--- config.mk ---
export PLATFORM = sky130hd
export DESIGN_NAME = pt4_back
export DESIGN_NICKNAME = d
export VERILOG_FILES = /design/src/rtl/pt4_pkg.sv /design/src/rtl/pt4_back.sv
export SDC_FILE = /design/constraint.sdc
export NUM_CORES = 2
export LEC_CHECK = 0
export BUFFER_PORTS_ARGS = -buffer_cell sky130_fd_sc_hd__buf_2
export CORE_MARGIN = 10
export CORE_UTILIZATION = 60
export CTS_CLUSTER_SIZE = 30
export DETAILED_ROUTE_END_ITERATION = 10
export PLACE_DENSITY_LB_ADDON = 0.1
export SETUP_SLACK_MARGIN = 0.5
export SYNTH_ARGS = -nofsm -noshare
export SYNTH_HDL_FRONTEND = slang
export SYNTH_SLANG_ARGS = --single-unit
--- constraint.sdc ---
create_clock -name clk_i -period 10.3 [get_ports clk_i]
set_input_delay 2.575 -clock clk_i [delete_from_list [all_inputs] [get_ports clk_i]]
set_output_delay 2.575 -clock clk_i [all_outputs]
set_load 0.03 [all_outputs]
--- src/rtl/pt4_pkg.sv ---
// Shared constants and types of the 4x4 point transform.
`default_nettype none
package pt4_pkg;
  localparam int FRAC_BITS_DEF = 16;
  localparam int NUM_COEF_REGS = 8;
  localparam int COEF_IDX_W = 3;
  localparam int CFG_IDX_W = 4;
  localparam int COORD_W = 32;
  localparam int REG_W = 64;
  localparam int ACC_W = 68;
  localparam int ROW_W = 59;
  localparam int QDEPTH = 4;
  localparam int NUM_ROWS = 4;
  localparam int NUM_COLS = 3;

  typedef struct packed {
    logic                            mode;
    logic [NUM_ROWS-1:0][ROW_W-1:0]  row;
  } pt4_entry_t;
endpackage
`default_nettype wire

--- src/rtl/pt4_back.sv ---
// Back part: saturation, zero-w handling and bit-serial perspective divide.
`default_nettype none
module pt4_back import pt4_pkg::*; #(
  parameter int FracBits = FRAC_BITS_DEF
) (
  input  wire logic                  clk_i,
  input  wire logic                  rst_ni,
  input  wire logic                  empty_i,
  input  wire pt4_entry_t            entry_i,
  output logic                       pop_o,
  output logic                       out_valid_o,
  output logic [COORD_W-1:0]         out_x_o,
  output logic [COORD_W-1:0]         out_y_o,
  output logic [COORD_W-1:0]         out_z_o,
  output logic                       w_zero_o,
  output logic                       saturated_o
);
  localparam int DivSteps = REG_W;
  localparam int StepW = $clog2(DivSteps);
  localparam logic [COORD_W-1:0] SMax = {1'b0, {(COORD_W-1){1'b1}}};
  localparam logic [COORD_W-1:0] SMin = {1'b1, {(COORD_W-1){1'b0}}};

  typedef enum logic {ST_IDLE, ST_DIV} state_e;

  state_e               state_q, state_d;
  logic [StepW-1:0]     cnt_q, cnt_d;
  logic [REG_W-1:0]     rem_q [NUM_COLS];
  logic [REG_W-1:0]     rem_d [NUM_COLS];
  logic [REG_W-1:0]     quo_q [NUM_COLS];
  logic [REG_W-1:0]     quo_d [NUM_COLS];
  logic                 neg_q [NUM_COLS];
  logic                 neg_d [NUM_COLS];
  logic [REG_W-1:0]     div_q, div_d;
  logic                 valid_q, valid_d;
  logic [COORD_W-1:0]   res_q [NUM_COLS];
  logic [COORD_W-1:0]   res_d [NUM_COLS];
  logic                 wz_q, wz_d;
  logic                 sat_q, sat_d;

  function automatic logic [REG_W-1:0] mag(input logic [ROW_W-1:0] v);
    logic [REG_W-1:0] ext;
    ext = REG_W'($signed(v));
    return v[ROW_W-1] ? (~ext + 1'b1) : ext;
  endfunction

  always_comb begin
    logic [REG_W:0]     sh;
    logic               ge;
    logic [ROW_W-1:0]   v;
    logic [ROW_W-COORD_W:0] hi;
    logic [REG_W-1:0]   q;
    logic [REG_W-1:0]   nq;
    state_d = state_q;
    cnt_d = cnt_q;
    rem_d = rem_q;
    quo_d = quo_q;
    neg_d = neg_q;
    div_d = div_q;
    valid_d = 1'b0;
    res_d = res_q;
    wz_d = wz_q;
    sat_d = sat_q;
    pop_o = 1'b0;
    case (state_q)
      ST_IDLE: begin
        if (!empty_i) begin
          pop_o = 1'b1;
          if (!entry_i.mode) begin
            valid_d = 1'b1;
            wz_d = 1'b0;
            sat_d = 1'b0;
            for (int i = 0; i < NUM_COLS; i++) begin
              v = entry_i.row[i];
              hi = v[ROW_W-1:COORD_W-1];
              if (&hi || ~|hi) begin
                res_d[i] = v[COORD_W-1:0];
              end else begin
                res_d[i] = v[ROW_W-1] ? SMin : SMax;
                sat_d = 1'b1;
              end
            end
          end else if (entry_i.row[3] == '0) begin
            valid_d = 1'b1;
            wz_d = 1'b1;
            sat_d = 1'b0;
            for (int i = 0; i < NUM_COLS; i++) begin
              res_d[i] = '0;
            end
          end else begin
            state_d = ST_DIV;
            cnt_d = '0;
            div_d = mag(entry_i.row[3]);
            for (int i = 0; i < NUM_COLS; i++) begin
              rem_d[i] = '0;
              quo_d[i] = mag(entry_i.row[i]) << FracBits;
              neg_d[i] = entry_i.row[i][ROW_W-1] ^ entry_i.row[3][ROW_W-1];
            end
          end
        end
      end
      ST_DIV: begin
        cnt_d = cnt_q + 1'b1;
        for (int i = 0; i < NUM_COLS; i++) begin
          sh = {rem_q[i], quo_q[i][REG_W-1]};
          ge = (sh >= {1'b0, div_q});
          rem_d[i] = ge ? REG_W'(sh - {1'b0, div_q}) : sh[REG_W-1:0];
          quo_d[i] = {quo_q[i][REG_W-2:0], ge};
        end
        if (cnt_q == StepW'(DivSteps - 1)) begin
          state_d = ST_IDLE;
          valid_d = 1'b1;
          wz_d = 1'b0;
          sat_d = 1'b0;
          for (int i = 0; i < NUM_COLS; i++) begin
            q = quo_d[i];
            nq = ~q + 1'b1;
            if (neg_q[i]) begin
              if (q > REG_W'(SMin)) begin
                res_d[i] = SMin;
                sat_d = 1'b1;
              end else begin
                res_d[i] = nq[COORD_W-1:0];
              end
            end else if (q > REG_W'(SMax)) begin
              res_d[i] = SMax;
              sat_d = 1'b1;
            end else begin
              res_d[i] = q[COORD_W-1:0];
            end
          end
        end
      end
      default: begin
        state_d = ST_IDLE;
      end
    endcase
  end

  always_ff @(posedge clk_i or negedge rst_ni) begin
    if (!rst_ni) begin
      state_q <= ST_IDLE;
      cnt_q <= '0;
      valid_q <= 1'b0;
      wz_q <= 1'b0;
      sat_q <= 1'b0;
      div_q <= '0;
      for (int i = 0; i < NUM_COLS; i++) begin
        rem_q[i] <= '0;
        quo_q[i] <= '0;
        neg_q[i] <= 1'b0;
        res_q[i] <= '0;
      end
    end else begin
      state_q <= state_d;
      cnt_q <= cnt_d;
      valid_q <= valid_d;
      wz_q <= wz_d;
      sat_q <= sat_d;
      div_q <= div_d;
      rem_q <= rem_d;
      quo_q <= quo_d;
      neg_q <= neg_d;
      res_q <= res_d;
    end
  end

  assign out_valid_o = valid_q;
  assign out_x_o = res_q[0];
  assign out_y_o = res_q[1];
  assign out_z_o = res_q[2];
  assign w_zero_o = wz_q;
  assign saturated_o = sat_q;
endmodule
`default_nettype wire

==> flow_metrics.tcl <==
set metrics [dict create \
    status "finished clean" \
    tightestPinTransition_ps 1260 \
    clock_latency_ps 620 \
    cts_sinks 557 \
    setup_ws_ps 3230 \
    finClkSkew_ps 24.7 \
    critPathLaunchType "input pin" \
    finalNonFillerCells 6623 \
    wl_um 145000 \
    rsz0062_at_grt "false" \
    final_common_cell "nand2_1" \
    arrival_ps 7590 \
    switching_share_pct 50.2 \
    syn_inst 5535 \
    layout-drive-gt1-share_pct 9.73 \
    core_mm2 0.0703 \
    syn-cell-area_mm2 0.0427 \
    seq_area_mm2 0.0139 \
    finalMaxSlewViolations 0 \
    vias 43166 \
    initial_core_util_pct 60.7 \
    io_pins 340 \
    synth_edf_count 0 \
    multi_input_area_mm2 0.0268 \
    power_frac_comb_pct 64.5 \
    place_hpwl_um 105000 \
    fmaxAchievable_mhz 142 \
    fp.dieW_um 287 \
    clockBufferDepth 3 \
    p_sw_mw 9.88 \
    ant_nets 0 \
    hold_violations 0 \
    overflow 0 \
    cts_tree "built" \
    fin_area_mm2 0.0468 \
    fp.dieH_um 287 \
    post_cts_buffers 0 \
    fin_util_pct 66.6 \
    pwr-share-seq_pct 23.4 \
    async_flop_share_pct 100 \
    hold_path_class "flop to flop" \
    area_growth_pct 9.75 \
    final.fill_count 6145 \
    ctsHtreeMaxLevel 3 \
    slowest_delay_ps 810 \
    power_density_mw_per_mm2 420 \
    tns_ps 0 \
    core.rowCount 97 \
    endpoint_kind "flop" \
    ys_types 84 \
    grt_max_degree 270 \
    grtUsageTotal_pct 33.8 \
    p_leak_nw 20.7 \
    port_buffers 339 \
    ys_seq_area_share_pct 32.7 \
    cts_buffers 66 \
    final.min_clock_period_ps 7070 \
    setup-violations-final 0 \
    crit_path_max_fanout 68 \
    first_iter_violations 4815 \
    clkTransAtPathRegs_ps 60 \
    die_area_mm2 0.0822 \
    grt_pass1_vias 39993 \
    ys_ff_latch 557 \
    maxCapViolations 0 \
    dp.cells 6494 \
    drtPass1Iterations 7 \
    p_int_mw 9.78 \
    cts_root_buf "clkbuf_16" \
    drc 0 \
    ys.flop_type "dfrtp_1" \
    viasPerCell 6.52 \
    post-place-ws_ps 2690 \
    worstPathRequired_ps 10830 \
    post_drt_wl_per_cell_um 22.0 \
    nets 6065 \
    grtUsageMet1_pct 45.7 \
    synth_area_per_cell_um2 7.71 \
    synthesis.nets 5978 \
    grt_pass1_wl_um 225000 \
    cts_resized 0 \
    yosys_warnings 0 \
    p_clk_share_pct 12.2 \
    power.total_mw 19.7 \
    crit_slowest_cell "buf_4" \
    antenna_found_initial 12 \
    cts-hold-fix-buffers 0 \
    busiest_layer "met2" \
    cp_common_cell "or4_1" \
    finalCritPeriodShare_pct 68.6 \
    postPlaceCellArea_mm2 0.0446 \
    timing.hold.ws_ps 485 \
    gr-usage-met3_pct 5.78 \
    met2_usage_pct 52.6 \
    relSlewSlack_pct 16.1 \
    criticalPathCategory "input pin to flop" \
    layout_common_cells "nand2_1, o21ai_0, dfrtp_1, nor2_1, a21oi_1" \
    place.gp.congestion 0.987 \
    crit_chain "buf_2 -> or4_1 -> or4_1 -> or2_2 -> or4_1 -> nor2_1 -> nand4_1 -> o21ai_1 -> nor2_2 -> buf_4 -> nor2_4 -> buf_4 -> a21oi_1 -> a32oi_1" \
    ir_worst_vdd_uv 199 \
]
==> metal layers <==
| metal | up-vias | routed length (um) |
|---|---|---|
| li1 | 20155 | - |
| met1 | 20603 | 59900 |
| met2 | 2026 | 65900 |
| met3 | 378 | 12600 |
| met4 | 4 | 6990 |
| met5 | - | 32 |
==> power by group through the flow <==
| stage | Combinational, mW | Clock [mW] | Sequential, mW |
|---|---|---|---|
| 2_1_floorplan | 9.20 | 0 | 4.49 |
| 3_3_place_gp | 12.1 | 0 | 4.54 |
| 3_5_place_dp | 12.3 | 0 | 4.55 |
| 4_1_cts | 12.4 | 2.41 | 4.53 |
| 5_1_grt | 14.0 | 2.49 | 4.71 |
| 6_report | 12.7 | 2.39 | 4.59 |
==> Yosys cell counts (16+ instances only) <==
library cell / n / area, um2
o21bai_1: 42 / 315
o311ai_0: 26 / 228
a211oi_1: 30 / 225
or2_2: 27 / 169
nor4_1: 75 / 469
nor2_1: 451 / 1690
o31ai_1: 79 / 593
or3_1: 49 / 307
nand2b_1: 37 / 231
inv_1: 155 / 582
and3_1: 28 / 175
o21a_1: 21 / 158
xor2_1: 213 / 1870
nand3_1: 91 / 455
dfrtp_1: 557 / 13900
a21o_1: 149 / 1120
o41ai_1: 31 / 272
nor2b_1: 39 / 244
clkbuf_1: 338 / 1270
o221ai_1: 58 / 508
a31oi_1: 99 / 619
o21ai_0: 704 / 3520
xnor2_1: 162 / 1420
o211ai_1: 50 / 375
a22oi_1: 16 / 120
nand2_1: 847 / 3180
ha_1: 200 / 2500
a21oi_1: 442 / 2210
a22o_1: 38 / 333
nand4_1: 90 / 563
or4_1: 37 / 278
nor3_1: 89 / 445
mux2i_1: 53 / 531
==> cells by family (layout without fill, tap and decap cells) <==
kind of cell             Yosys count  in the layout  synth area share [%]
XOR/XNOR                         375            375                  7.70
multiplexers                      57             57                  1.35
other                              0             10                     0
adder cells (fa/ha/maj)          203            203                  6.01
flip-flops                       557            557                  32.7
buffers and inverters            518            656                  4.61
AO/OA/AOI/OAI                   1918           1918                  27.6
AND/OR/NAND/NOR                 1907           1907                  20.1
==> final cells by class <==
class	count	share of cell area (%)
Multi-Input combinational cell	4460	57.3
Timing Repair Buffer	380	4.46
Inverter	157	1.27
Tap cell	940	2.51
Antenna cell	10	0.0534
Clock buffer	95	4.17
Clock inverter	24	0.484
Sequential cell	557	29.8
==> registers in the layout, indices dropped and copies added, names as in the netlist <==
| name | count |
|---|---|
| w_zero_o | 1 |
| div_q | 64 |
| quo_q | 192 |
| out_y_o | 32 |
| saturated_o | 1 |
| cnt_q | 6 |
| state_q | 1 |
| out_z_o | 32 |
| out_valid_o | 1 |
| neg_q | 3 |
| rem_q | 192 |
| out_x_o | 32 |
==> path summary, 6_finish.rpt <==
| check | from | endpoint | slack, ps | depth (start not counted) |
|---|---|---|---|---|
| worst max-delay path | entry_i[205] | rem_q[178] | 3230 | 14 |
| worst min-delay path | div_q[25] | div_q[25] | 480 | 2 |
| worst max register to register | div_q[11] | out_x_o[20] | 3280 | 26 |
| worst min register to register | div_q[25] | div_q[25] | 480 | 2 |
| max in group asynchronous | rst_ni | rem_q[165] | 6800 | 2 |
| min in group asynchronous | rst_ni | rem_q[16] | 1970 | 1 |
==> worst max-delay path: cells and delay by family <==
family / cells / cell delay [ps]
compound gates: 3 / 1020
buf+inv: 3 / 1180
simple gates: 8 / 2770
Power figures use the tool's default switching activity.
