### config.mk
export PLATFORM = sky130hd
export DESIGN_NAME = pt4_fifo
export DESIGN_NICKNAME = d
export VERILOG_FILES = /design/src/rtl/pt4_pkg.sv /design/src/rtl/pt4_fifo.sv
export SDC_FILE = /design/constraint.sdc
export NUM_CORES = 1
export LEC_CHECK = 0
export ABC_AREA = 1
export ABC_CLOCK_PERIOD_IN_PS = 8550
export BUFFER_PORTS_ARGS = -buffer_cell sky130_fd_sc_hd__buf_2
export CAP_MARGIN = 20
export CORE_ASPECT_RATIO = 0.9
export CORE_UTILIZATION = 50
export CTS_CLUSTER_DIAMETER = 50
export DETAILED_ROUTE_END_ITERATION = 10
export PLACE_DENSITY = 0.7
export SLEW_MARGIN = 0
export SYNTH_ARGS = -nofsm -noshare
export SYNTH_HDL_FRONTEND = slang
export SYNTH_SLANG_ARGS = --single-unit
### constraint.sdc
create_clock -name clk_i -period 8.55 [get_ports clk_i]
set_clock_uncertainty 0.2 [all_clocks]
set_input_delay 0.855 -clock clk_i [delete_from_list [all_inputs] [get_ports clk_i]]
set_output_delay 0.855 -clock clk_i [all_outputs]
set_load 0.02 [all_outputs]
### src/rtl/pt4_pkg.sv
// Shared constants and types of the 4x4 point transform.
`default_nettype none
package pt4_pkg;
  localparam int FRAC_BITS_DEF = 16;
  localparam int NUM_COEF_REGS = 8;
  localparam int COEF_IDX_W = 3;
  localparam int CFG_IDX_W = 4;
  localparam int COORD_W = 32;
  localparam int REG_W = 64;
  localparam int ACC_W = 68;
  localparam int ROW_W = 59;
  localparam int QDEPTH = 4;
  localparam int NUM_ROWS = 4;
  localparam int NUM_COLS = 3;

  typedef struct packed {
    logic                            mode;
    logic [NUM_ROWS-1:0][ROW_W-1:0]  row;
  } pt4_entry_t;
endpackage
`default_nettype wire

### src/rtl/pt4_fifo.sv
// Small queue of row-value items between the front and back parts.
`default_nettype none
module pt4_fifo import pt4_pkg::*; #(
  parameter int Depth = QDEPTH
) (
  input  wire logic        clk_i,
  input  wire logic        rst_ni,
  input  wire logic        push_i,
  input  wire pt4_entry_t  data_i,
  input  wire logic        pop_i,
  output logic             empty_o,
  output pt4_entry_t       data_o
);
  localparam int PtrW = (Depth > 1) ? $clog2(Depth) : 1;
  localparam int CntW = $clog2(Depth + 1);

  pt4_entry_t          mem_q [Depth];
  logic [PtrW-1:0]     wr_q, wr_d, rd_q, rd_d;
  logic [CntW-1:0]     cnt_q, cnt_d;

  always_comb begin
    wr_d = wr_q;
    rd_d = rd_q;
    cnt_d = cnt_q;
    if (push_i) begin
      wr_d = (wr_q == PtrW'(Depth - 1)) ? '0 : wr_q + 1'b1;
    end
    if (pop_i) begin
      rd_d = (rd_q == PtrW'(Depth - 1)) ? '0 : rd_q + 1'b1;
    end
    if (push_i && !pop_i) begin
      cnt_d = cnt_q + 1'b1;
    end else if (pop_i && !push_i) begin
      cnt_d = cnt_q - 1'b1;
    end
  end

  always_ff @(posedge clk_i or negedge rst_ni) begin
    if (!rst_ni) begin
      wr_q <= '0;
      rd_q <= '0;
      cnt_q <= '0;
    end else begin
      wr_q <= wr_d;
      rd_q <= rd_d;
      cnt_q <= cnt_d;
    end
  end

  always_ff @(posedge clk_i) begin
    if (push_i) begin
      mem_q[wr_q] <= data_i;
    end
  end

  assign empty_o = (cnt_q == '0);
  assign data_o = mem_q[rd_q];
endmodule
`default_nettype wire

==> results of run 1 <==
-- layout by cell type, fill, tap and decap left out, drive strengths merged, types with 2 or more instances in the layout --
cell / count
o21ai: 4
edfxtp: 948
clkinv: 41
inv: 498
clkinvlp: 11
dfrtp: 7
bufinv: 5
ha: 6
buf: 492
diode: 14
o211ai: 474
nand2: 726
clkbuf: 125
nor2: 2
-- stage by stage --
step	worst slack, ps	cells	hold WS (ps)
after CTS	3928	4315	174.5
final	3986	4329	219.9
after global placement	4647	4121	297.7
after floorplan	2312	2816	263.4
after global routing	3796	4325	188.8
after detailed placement	4657	4121	319.6
-- worst min-delay path by stage --
stage                            from       endpoint  slack [ps]
after floorplan              cnt_q[2]       cnt_q[2]         260
after global placement       cnt_q[2]       cnt_q[2]         300
after detailed placement     cnt_q[2]       cnt_q[2]         320
after CTS                 data_i[215]  mem_q[3][215]         170
after global routing      data_i[230]  mem_q[3][230]         190
final                     data_i[217]  mem_q[3][217]         220
-- final cells by class --
class / count / area, sq um / share of cell area (%)
clock buffers: 125 / 2703 / 6.132
multi-input cells: 1217 / 6431 / 14.59
repair buffers: 493 / 2595 / 5.888
flip-flops and latches: 955 / 28650 / 65.00
clock inverters: 68 / 576.8 / 1.309
inverters: 487 / 1873 / 4.250
diodes: 14 / 35.03 / 0.07949
well taps: 970 / 1214 / 2.754
-- worst register-to-register path: cells and delay by family, from the launching register on --
| kind | cells | cell delay [ps] |
|---|---|---|
| adder cells (fa/ha/maj) | 1 | 180 |
| buffers and inverters | 2 | 1680 |
| flip-flops | 1 | 390 |
| AND/OR/NAND/NOR | 1 | 130 |
-- Yosys cell counts, drive strengths merged --
cell and count:
fa 1, buf 128, o211ai 474, ha 6, dfrtp 7, inv 487
o21ai 4, nand4 1, nor3 1, clkbuf 29, nor2 2, edfxtp 948
nand2 726, xnor2 1, nand3 1
-- logic make-up after synthesis --
kind of cell / after synthesis
compound gates: 478
flops: 955
simple gates: 731
buf+inv: 644
xor+xnor: 1
fa+ha+maj: 7
-- sequential cells by signal (all words and copies together), names as in the netlist --
register	cells
mem_q	948
rd_q	2
wr_q	2
cnt_q	3
-- metal layers --
| metal | wire (um) | share of wire, % | up-vias |
|---|---|---|---|
| met5 | 127 | 0.16 | - |
| met3 | 5220 | 6.6 | 147 |
| li1 | - | - | 10810 |
| met2 | 39110 | 50 | 610 |
| met1 | 31960 | 41 | 10640 |
| met4 | 2155 | 2.7 | 18 |
-- power groups by stage --
stage                     logic, W  clock network, W  registers [W]
after floorplan            0.00343                 0        0.00639
after global placement     0.00497                 0        0.00629
after detailed placement   0.00501                 0        0.00630
after CTS                  0.00504           0.00431        0.00621
after global routing       0.00540           0.00448        0.00627
final                      0.00497           0.00423        0.00621
==> metrics.md, run 1 <==
| Metric | Value |
|---|---|
| Status | `completed` |
| Busiest grt layer | `met2` |
| Fin area | `44070 sq um` |
| Yosys Warn Count | `0` |
| CP arrival | `3510 ps` |
| Synth top area share | `75.36%` |
| CP endpoint kind | `output pin` |
| Comb power frac | `32.2%` |
| Worst-skew pair later-pin latency | `640 ps` |
| Final HPWL DP | `44.51 mm` |
| Post-cts sizing count | `0` |
| Drt wl/cell | `18.15 um` |
| Root buf cell | `clkbuf_16` |
| Post-layout utilization of the core | `58.95%` |
| Top post-synthesis cells by area | `edfxtp_1 75%, o211ai_1 9.4%, nand2_1 7.2%, inv_1 4.8%, buf_2 1.3%` |
| Fmax achieved | `0.2191 GHz` |
| Total Wirelength | `78.57 mm` |
| Final Cycle Share | `53.38%` |
| Largest net degree at the start of global routing | `224` |
| Post-synthesis compound-gate area fraction | `9.473%` |
| GR met3 Demand/Resource | `4.905%` |
| Post-synthesis mux area share | `0%` |
| Share of layout cells above drive strength 1 | `19.52%` |
| CTS max path bufs | `3` |
| Die height | `262.8 um` |
| Clock power frac | `27.5%` |
| Initial Util | `50.52%` |
| Worst path max stage delay | `770 ps` |
| Syn_nets | `3064` |
| Synth Area in XOR/XNOR | `0.02319%` |
| Initial antenna violation count | `20` |
| Number of cells on the critical path | `5` |
| Synthesized-area fraction occupied by adder cells | `0.2517%` |
| Setup bufs post-CTS | `0` |
| Global Route Usage Sum | `20.10%` |
| Buffers added on ports | `478` |
| H-tree Lvls | `3` |
| Setup TNS | `0 ps` |
| RD Place Congestion | `0.8037` |
| Largest family of logic cells by synthesized area | `compound AO/OA/AOI/OAI gates` |
| R2R cell count | `4` |
| Lkg Pwr | `17.68 nW` |
| Worst-path clk slew | `60 ps` |
| Crit path from | `rd_q[1]` |
| Setup Viol. Count Final | `0` |
| Total grt overflow | `0` |
| Worst hold path type | `primary input to flop` |
| Iter 0 DRT Violations | `1428` |
| P&R area growth vs syn | `16.68%` |
| Vias in the first global route | `20.88k` |
| CTS buffer count | `103` |
| Pre-antenna DRT Iters | `5` |
| Power, Total | `0.01541 W` |
| Post-Syn Area | `37770 sq um` |
| RSZ-0062 raised after global routing | `no` |
| CP max stage cell | `buf_4` |
| Worst Path Buf+Inv | `3` |
| NetSw | `0.005612 W` |
| Layout Nets | `3505` |
| Startpoint types | `flop` |
| Die area | `76650 sq um` |
| DR DRC count | `0` |
| Final Hold Vio Count | `0` |
| GRT met1 Usage | `25.96%` |
| First-pass GRT wire length | `119.6 mm` |
| CTS Sinks | `955` |
| Yosys reg bits | `955` |
| Vias per inst | `5.134` |
| Seq pwr share | `40.3%` |
| Grt met2 use | `33.01%` |
| Antenna violation net count after detailed routing | `0` |
| Row count | `95` |
| Worst flop-to-flop path startpoint | `wr_q[0]` |
| DR vias | `22.22k` |
| Critical Path End | `data_o[188]` |
| Max IR drop VDD | `261.4 uV` |
| RR Endpoint | `mem_q[3][94]` |
| Core box area | `74770 sq um` |
| Leading area contributor after synthesis | `edfxtp_1` |
| Minimum clock period | `4564 ps` |
| Worst-Margin Slew | `1293 ps` |
| Worst hold stages | `1` |
| Post-synthesis simple-gate area fraction | `7.277%` |
| Die width | `291.7 um` |
| Final slew viol count | `0` |
| Critical path class | `flop to output pin` |
| Max-cap violation count | `0` |
| Syn Area/Cell | `13.41 sq um` |
| Flop2flop setup slack | `5500 ps` |
| Mapped Cells | `2816` |
| PwrDens | `349.6 nW/um^2` |
| Pint | `0.009798 W` |
| Crit path required time | `7500 ps` |
| Net Sw Frac | `36.42%` |
| FILL cells | `5725` |
| Family with the most delay on the worst path | `buffers and inverters` |
| Area after DPL | `40750 sq um` |
| Io pins | `479` |
| Number of distinct library cells after synthesis | `19` |
| Sequential fraction of the synthesis area | `75.83%` |
| CTS tree | `built` |
| Maximum fanout along the worst path | `89` |
| Post-CTS Hold Fix Bufs | `1` |
| Rel. slew slack | `13.81%` |
| CP Cell Sequence | `inv_8 -> buf_4 -> o211ai_1 -> nand2_1 -> buf_2` |
Power figures use the tool's default switching activity.
==> run 2: changes to the inputs <==
--- a/config.mk
+++ b/config.mk
@@ -6,7 +6,7 @@
 export NUM_CORES = 1
 export LEC_CHECK = 0
 export ABC_AREA = 1
-export ABC_CLOCK_PERIOD_IN_PS = 8550
+export ABC_CLOCK_PERIOD_IN_PS = 4760
 export BUFFER_PORTS_ARGS = -buffer_cell sky130_fd_sc_hd__buf_2
 export CAP_MARGIN = 20
 export CORE_ASPECT_RATIO = 0.9
==> constraint.sdc (replaced) <==
create_clock -name clk_i -period 4.76 [get_ports clk_i]
set_clock_uncertainty 0.2 [all_clocks]
set_input_delay 0.476 -clock clk_i [delete_from_list [all_inputs] [get_ports clk_i]]
set_output_delay 0.476 -clock clk_i [all_outputs]
set_load 0.02 [all_outputs]
==> run 2 against run 1 <==
Against the previous run:
- global-route usage increased by 1.3 points
- largest cell class unchanged
- register-to-register slack lost 3300 ps
- combinational power is 90% higher
- critical endpoint is now data_o[98]
- die area unchanged
- critical path depth unchanged
- first-iteration DRC count grew 6.2%
- sequential power up 79%
==> metrics.md, run 2 (same netlist as run 1, synthesis figures left out) <==
| Metric | Value |
|---|---|
| Post-cts sizing count | `0` |
| Total grt overflow | `0` |
| Critical path class | `flop to output pin` |
| CTS buffer count | `103` |
| Crit path required time | `4080 ps` |
| Family with the most delay on the worst path | `buffers and inverters` |
| First-pass GRT wire length | `128.2 mm` |
| Row count | `95` |
| Fmax achieved | `0.2711 GHz` |
| Max IR drop VDD | `469.1 uV` |
| Top reg by flops | `mem_q` |
| P&R area growth vs syn | `24.04%` |
| Worst-path clk slew | `60 ps` |
| Minimum clock period | `3689 ps` |
| Flop2flop setup slack | `2180 ps` |
| CP Cell Sequence | `inv_8 -> buf_12 -> o211ai_1 -> nand2_1 -> buf_2` |
| Share of layout cells above drive strength 1 | `18.78%` |
| Pre-CTS worst setup slack | `1805 ps` |
| Max-cap violation count | `0` |
| Rel. slew slack | `32.19%` |
| Worst hold path type | `flop to flop` |
| Dpl cells | `4140` |
| Finished Layout Cells | `4580` |
| DR vias | `23.45k` |
| CP arrival | `3010 ps` |
| Drt wl/cell | `17.97 um` |
| Initial Util | `50.52%` |
| Lkg Pwr | `18.85 nW` |
| Core box area | `74770 sq um` |
| Final slew viol count | `0` |
| Worst-skew pair later-pin latency | `640 ps` |
| Largest register FFs | `948` |
| Status | `completed` |
| Most frequent cells in the layout | `948 x edfxtp_1, 722 x nand2_1, 480 x inv_1, 478 x buf_2, 474 x o211ai_1` |
| Initial antenna violation count | `6` |
| FILL cells | `5402` |
| Antenna violation net count after detailed routing | `0` |
| Die area | `76650 sq um` |
| RD Place Congestion | `0.7844` |
| Startpoint types | `flop` |
| Total Wirelength | `82.32 mm` |
| Die width | `291.7 um` |
| Pre-antenna DRT Iters | `5` |
| Die height | `262.8 um` |
| RSZ-0062 raised after global routing | `no` |
| Io pins | `479` |
| Worst Path Buf+Inv | `3` |
| CP max stage cell | `dfrtp_4` |
| Maximum fanout along the worst path | `108` |
| Final Cycle Share | `77.49%` |
| DR DRC count | `0` |
| Worst path max stage delay | `680 ps` |
| H-tree Lvls | `3` |
| CP endpoint kind | `output pin` |
| Buffers added on ports | `478` |
| Setup Viol. Count Final | `0` |
| CTS tree | `built` |
| PwrDens | `602.0 nW/um^2` |
| Global Route Usage Sum | `21.36%` |
| Root buf cell | `clkbuf_16` |
| Most common cell after layout, fill and taps aside | `edfxtp_1` |
| CTS max path bufs | `3` |
| Fin worst setup slack | `1071 ps` |
| Worst-Margin Slew | `1017 ps` |
| Largest net degree at the start of global routing | `146` |
| Vias in the first global route | `23.44k` |
| CTS Sinks | `955` |
| Iter 0 DRT Violations | `1517` |
| Final Hold Vio Count | `0` |
| Final HPWL DP | `46.30 mm` |
| Vias per inst | `5.120` |
| Layout Nets | `3765` |
| Biggest regs | `mem_q (948), cnt_q (3)` |
==> run 2: cell count changes in the layout (fill, tap and decap cells not counted), moves of 3 or more <==
cell / previous run / this run
nand2_2: 0 / 4
nand2_1: 726 / 722
clkinv_1: 19 / 22
buf_4: 7 / 10
ha_2: 0 / 3
ha_1: 6 / 3
dlygate4sd3_1: 1 / 241
diode_2: 14 / 5
buf_12: 7 / 24
==> run 2: worst reg2reg max path: stages (launching register included) <==
cell,delay [ps]
dfrtp_1,410
inv_2,70
ha_2,180
nand2_2,80
clkinvlp_4,740
buf_12,520
==> run 2: area by class of cell <==
type	instances	area [sq um]	share of cell area, %
clock buffers	124	2656	5.669
well taps	970	1214	2.590
multi-input cells	1217	6449	13.76
flip-flops and latches	955	28650	61.14
diodes	5	12.51	0.02670
repair buffers	753	5360	11.44
clock inverters	69	659.4	1.407
inverters	487	1858	3.965
==> run 2: path summary, 6_finish.rpt <==
kind	start	to	cells past startpoint
max	rd_q[1]	data_o[98]	5
min	cnt_q[2]	cnt_q[2]	2
max reg2reg	wr_q[0]	mem_q[0][83]	5
min reg2reg	cnt_q[2]	cnt_q[2]	2
max in group asynchronous	rst_ni	rd_q[1]	3
min in group asynchronous	rst_ni	rd_q[1]	3
==> run 2: power by group <==
part | switching (W) | internal, W | total, W | leakage (nW)
logic | 0.00667 | 0.00275 | 0.00942 | 8.45
clock network | 0.00326 | 0.00442 | 0.00768 | 1.60
registers | 0.000343 | 0.0108 | 0.0111 | 8.79
total | 0.0103 | 0.0179 | 0.0282 | 18.8
==> run 2: routing by layer <==
| layer | up-vias | GRT usage [%] | routed length [um] |
|---|---|---|---|
| met5 | - | 0 | 13 |
| met4 | 2 | 8.009 | 2465 |
| met3 | 140 | 3.983 | 4483 |
| met2 | 630 | 37.22 | 42260 |
| met1 | 11360 | 26.47 | 33110 |
| li1 | 11320 | - | - |
==> run 2: repair_timing <==
action | 4_1_cts | 5_1_grt
hold endpoints to repair | 959 | 0
hold buffers | 241 | 0
setup buffers | 0 | 0
==> run 2: per-stage QoR <==
stage	area (sq um)	power (W)	setup TNS (ps)	utilization, %	hold WS (ps)
after floorplan	37810	0.01754	-39400	-	-19.59
after global placement	41090	0.02037	0	54.96	123.8
after detailed placement	41090	0.02053	0	54.96	116.9
after CTS	46820	0.02838	0	62.63	314.7
after global routing	46850	0.02958	0	62.67	333.2
final	46850	0.02821	0	62.67	312.2
==> run 3: changes to the inputs <==
--- a/config.mk
+++ b/config.mk
@@ -6,7 +6,7 @@
 export NUM_CORES = 1
 export LEC_CHECK = 0
 export ABC_AREA = 1
-export ABC_CLOCK_PERIOD_IN_PS = 4760
+export ABC_CLOCK_PERIOD_IN_PS = 3400
 export BUFFER_PORTS_ARGS = -buffer_cell sky130_fd_sc_hd__buf_2
 export CAP_MARGIN = 20
 export CORE_ASPECT_RATIO = 0.9
==> constraint.sdc (replaced) <==
create_clock -name clk_i -period 3.4 [get_ports clk_i]
set_clock_uncertainty 0.2 [all_clocks]
set_input_delay 0.34 -clock clk_i [delete_from_list [all_inputs] [get_ports clk_i]]
set_output_delay 0.34 -clock clk_i [all_outputs]
set_load 0.02 [all_outputs]
==> run 3 against run 2 <==
Against the previous run:
- global-route usage decreased by 0.18 points
- sequential power rose by 40%
- register-to-register slack worse by 1200 ps
- critical path depth up 1
- combinational power increased by 42%
- sequential share of layout area is 0.21 points lower
- worst setup slack worse by 770 ps
- count of clock-buffer cells in the layout decreased by 7
- hold slack lost 73 ps
- die area stayed put
- utilization up 0.21 points
==> metrics.md, run 3 (same netlist as run 1, synthesis figures left out) <==
| Metric | Value |
|---|---|
| Initial Util | `50.52%` |
| CTS buffer count | `101` |
| CP arrival | `2550 ps` |
| Die area | `76650 sq um` |
| Hold path startpoint | `data_i[213]` |
| P&R area growth vs syn | `24.46%` |
| Minimum clock period | `3095 ps` |
| H-tree Lvls | `3` |
| Final Cycle Share | `91.02%` |
| Worst-Margin Slew | `851.9 ps` |
| Antenna violation net count after detailed routing | `0` |
| Most frequent cells in the layout | `948 x edfxtp_1, 722 x nand2_1, 480 x inv_1, 478 x buf_2, 474 x o211ai_1` |
| Max IR drop VDD | `691.6 uV` |
| Rel. slew slack | `43.20%` |
| R2R cell count | `5` |
| Row count | `95` |
| Global Route Usage Sum | `21.18%` |
| RD Place Congestion | `0.7625` |
| Worst hold path type | `primary input to flop` |
| Worst-skew pair later-pin latency | `650 ps` |
| Io pins | `479` |
| Worst path max stage delay | `480 ps` |
| Final HPWL DP | `45.76 mm` |
| Biggest regs | `mem_q (948), cnt_q (3)` |
| DR vias | `23.44k` |
| Root buf cell | `clkbuf_16` |
| CTS Sinks | `955` |
| Largest net degree at the start of global routing | `136` |
| Pre-antenna DRT Iters | `5` |
| Final Hold Vio Count | `0` |
| Initial antenna violation count | `8` |
| Largest register FFs | `948` |
| Vias in the first global route | `23.54k` |
| Top reg by flops | `mem_q` |
| RR Endpoint | `mem_q[1][114]` |
| Flop2flop setup slack | `990 ps` |
| Core box area | `74770 sq um` |
| Fin worst setup slack | `305.2 ps` |
| Total grt overflow | `0` |
| DR DRC count | `0` |
| Share of layout cells above drive strength 1 | `19.16%` |
| Max-cap violation count | `0` |
| WHS Endpoint | `mem_q[0][213]` |
| CTS tree | `built` |
| Crit path required time | `2860 ps` |
| Drt wl/cell | `17.74 um` |
| Layout Nets | `3781` |
| Worst flop-to-flop path startpoint | `wr_q[1]` |
| PwrDens | `841.5 nW/um^2` |
| CP max stage cell | `buf_12` |
| CTS max path bufs | `3` |
| Vias per inst | `5.103` |
| Iter 0 DRT Violations | `1255` |
| Buffers added on ports | `478` |
| Setup TNS | `0 ps` |
| Power, Total | `0.03956 W` |
| CP endpoint kind | `output pin` |
| Fmax achieved | `0.3231 GHz` |
| Post-cts sizing count | `0` |
| Total Wirelength | `81.46 mm` |
| RSZ-0062 raised after global routing | `no` |
| Worst-path clk slew | `60 ps` |
| Final slew viol count | `0` |
| Lkg Pwr | `18.92 nW` |
| First-pass GRT wire length | `127.2 mm` |
| Pre-CTS worst setup slack | `981.7 ps` |
| Setup Viol. Count Final | `0` |
| Die width | `291.7 um` |
| Startpoint types | `flop` |
| Status | `completed` |
| Most common cell after layout, fill and taps aside | `edfxtp_1` |
| CP Cell Sequence | `inv_8 -> buf_12 -> nand2_1 -> o211ai_1 -> nand2_1 -> buf_2` |
| Maximum fanout along the worst path | `135` |
| Die height | `262.8 um` |
| Critical path class | `flop to output pin` |
| CP dominant cell by count | `nand2_1` |
| Worst hold stages | `2` |
## run 3: cell count changes in the layout (fill, tap and decap cells not counted), moves of 4 or more
cell,delta
clkbuf_1,-8
diode_2,+6
buf_4,+14
buf_12,+4
inv_6,-5
## run 3: repair_timing
action / in CTS / in global routing
setup buffers: 0 / 0
hold endpoints to repair: 961 / 0
hold buffers: 241 / 0
setup endpoints to repair: 0 / 0
## run 3: layout make-up
class	count	area [sq um]
Sequential cell	955	28650
Fill cell	5351	27750
Multi-Input combinational cell	1217	6449
Timing Repair Buffer	771	5545
Clock buffer	117	2651
Inverter	487	1858
Tap cell	970	1214
Clock inverter	65	621.8
Antenna cell	11	27.53
## run 3: stage by stage
stage,cells,hold WS (ps),cell area [sq um],utilization [%]
2_1_floorplan,2816,-155.6,37810,-
3_3_place_gp,4159,-17.14,41300,55.24
3_5_place_dp,4159,-14.60,41300,55.24
4_1_cts,4582,191.5,46990,62.84
5_1_grt,4589,216.1,47000,62.87
6_report,4593,239.5,47010,62.88
## run 3: how the worst max path moves through the flow
stage	start	end	slack, ps	cells after the start
after floorplan	wr_q[0]	mem_q[0][0]	-1410	4
after global placement	wr_q[1]	mem_q[1][158]	970	5
after detailed placement	wr_q[1]	mem_q[1][112]	980	5
after CTS	rd_q[0]	data_o[64]	270	7
after global routing	rd_q[0]	data_o[44]	110	6
final	rd_q[0]	data_o[23]	310	6
## run 3: metal layers
layer	track usage, %	part of all wire, %
met5	0	0
met4	8.450	3.4
met3	4.618	6.0
met2	36.78	51
met1	25.69	40
## run 3: worst max-delay path, delay by kind of cell, from the launching register on
kind / cells / cell delay [ps]
DFF: 1 / 450
buffers and inverters: 3 / 1010
and+or+nand+nor: 2 / 230
AOI/OAI and AO/OA: 1 / 150
## run 3: power breakdown
part	internal [W]	switching [W]	leakage [nW]	total (W)
clock network	0.00617	0.00449	1.58	0.0107
logic	0.00398	0.00944	8.55	0.0134
registers	0.0151	0.000410	8.79	0.0155
total	0.0252	0.0143	18.9	0.0396
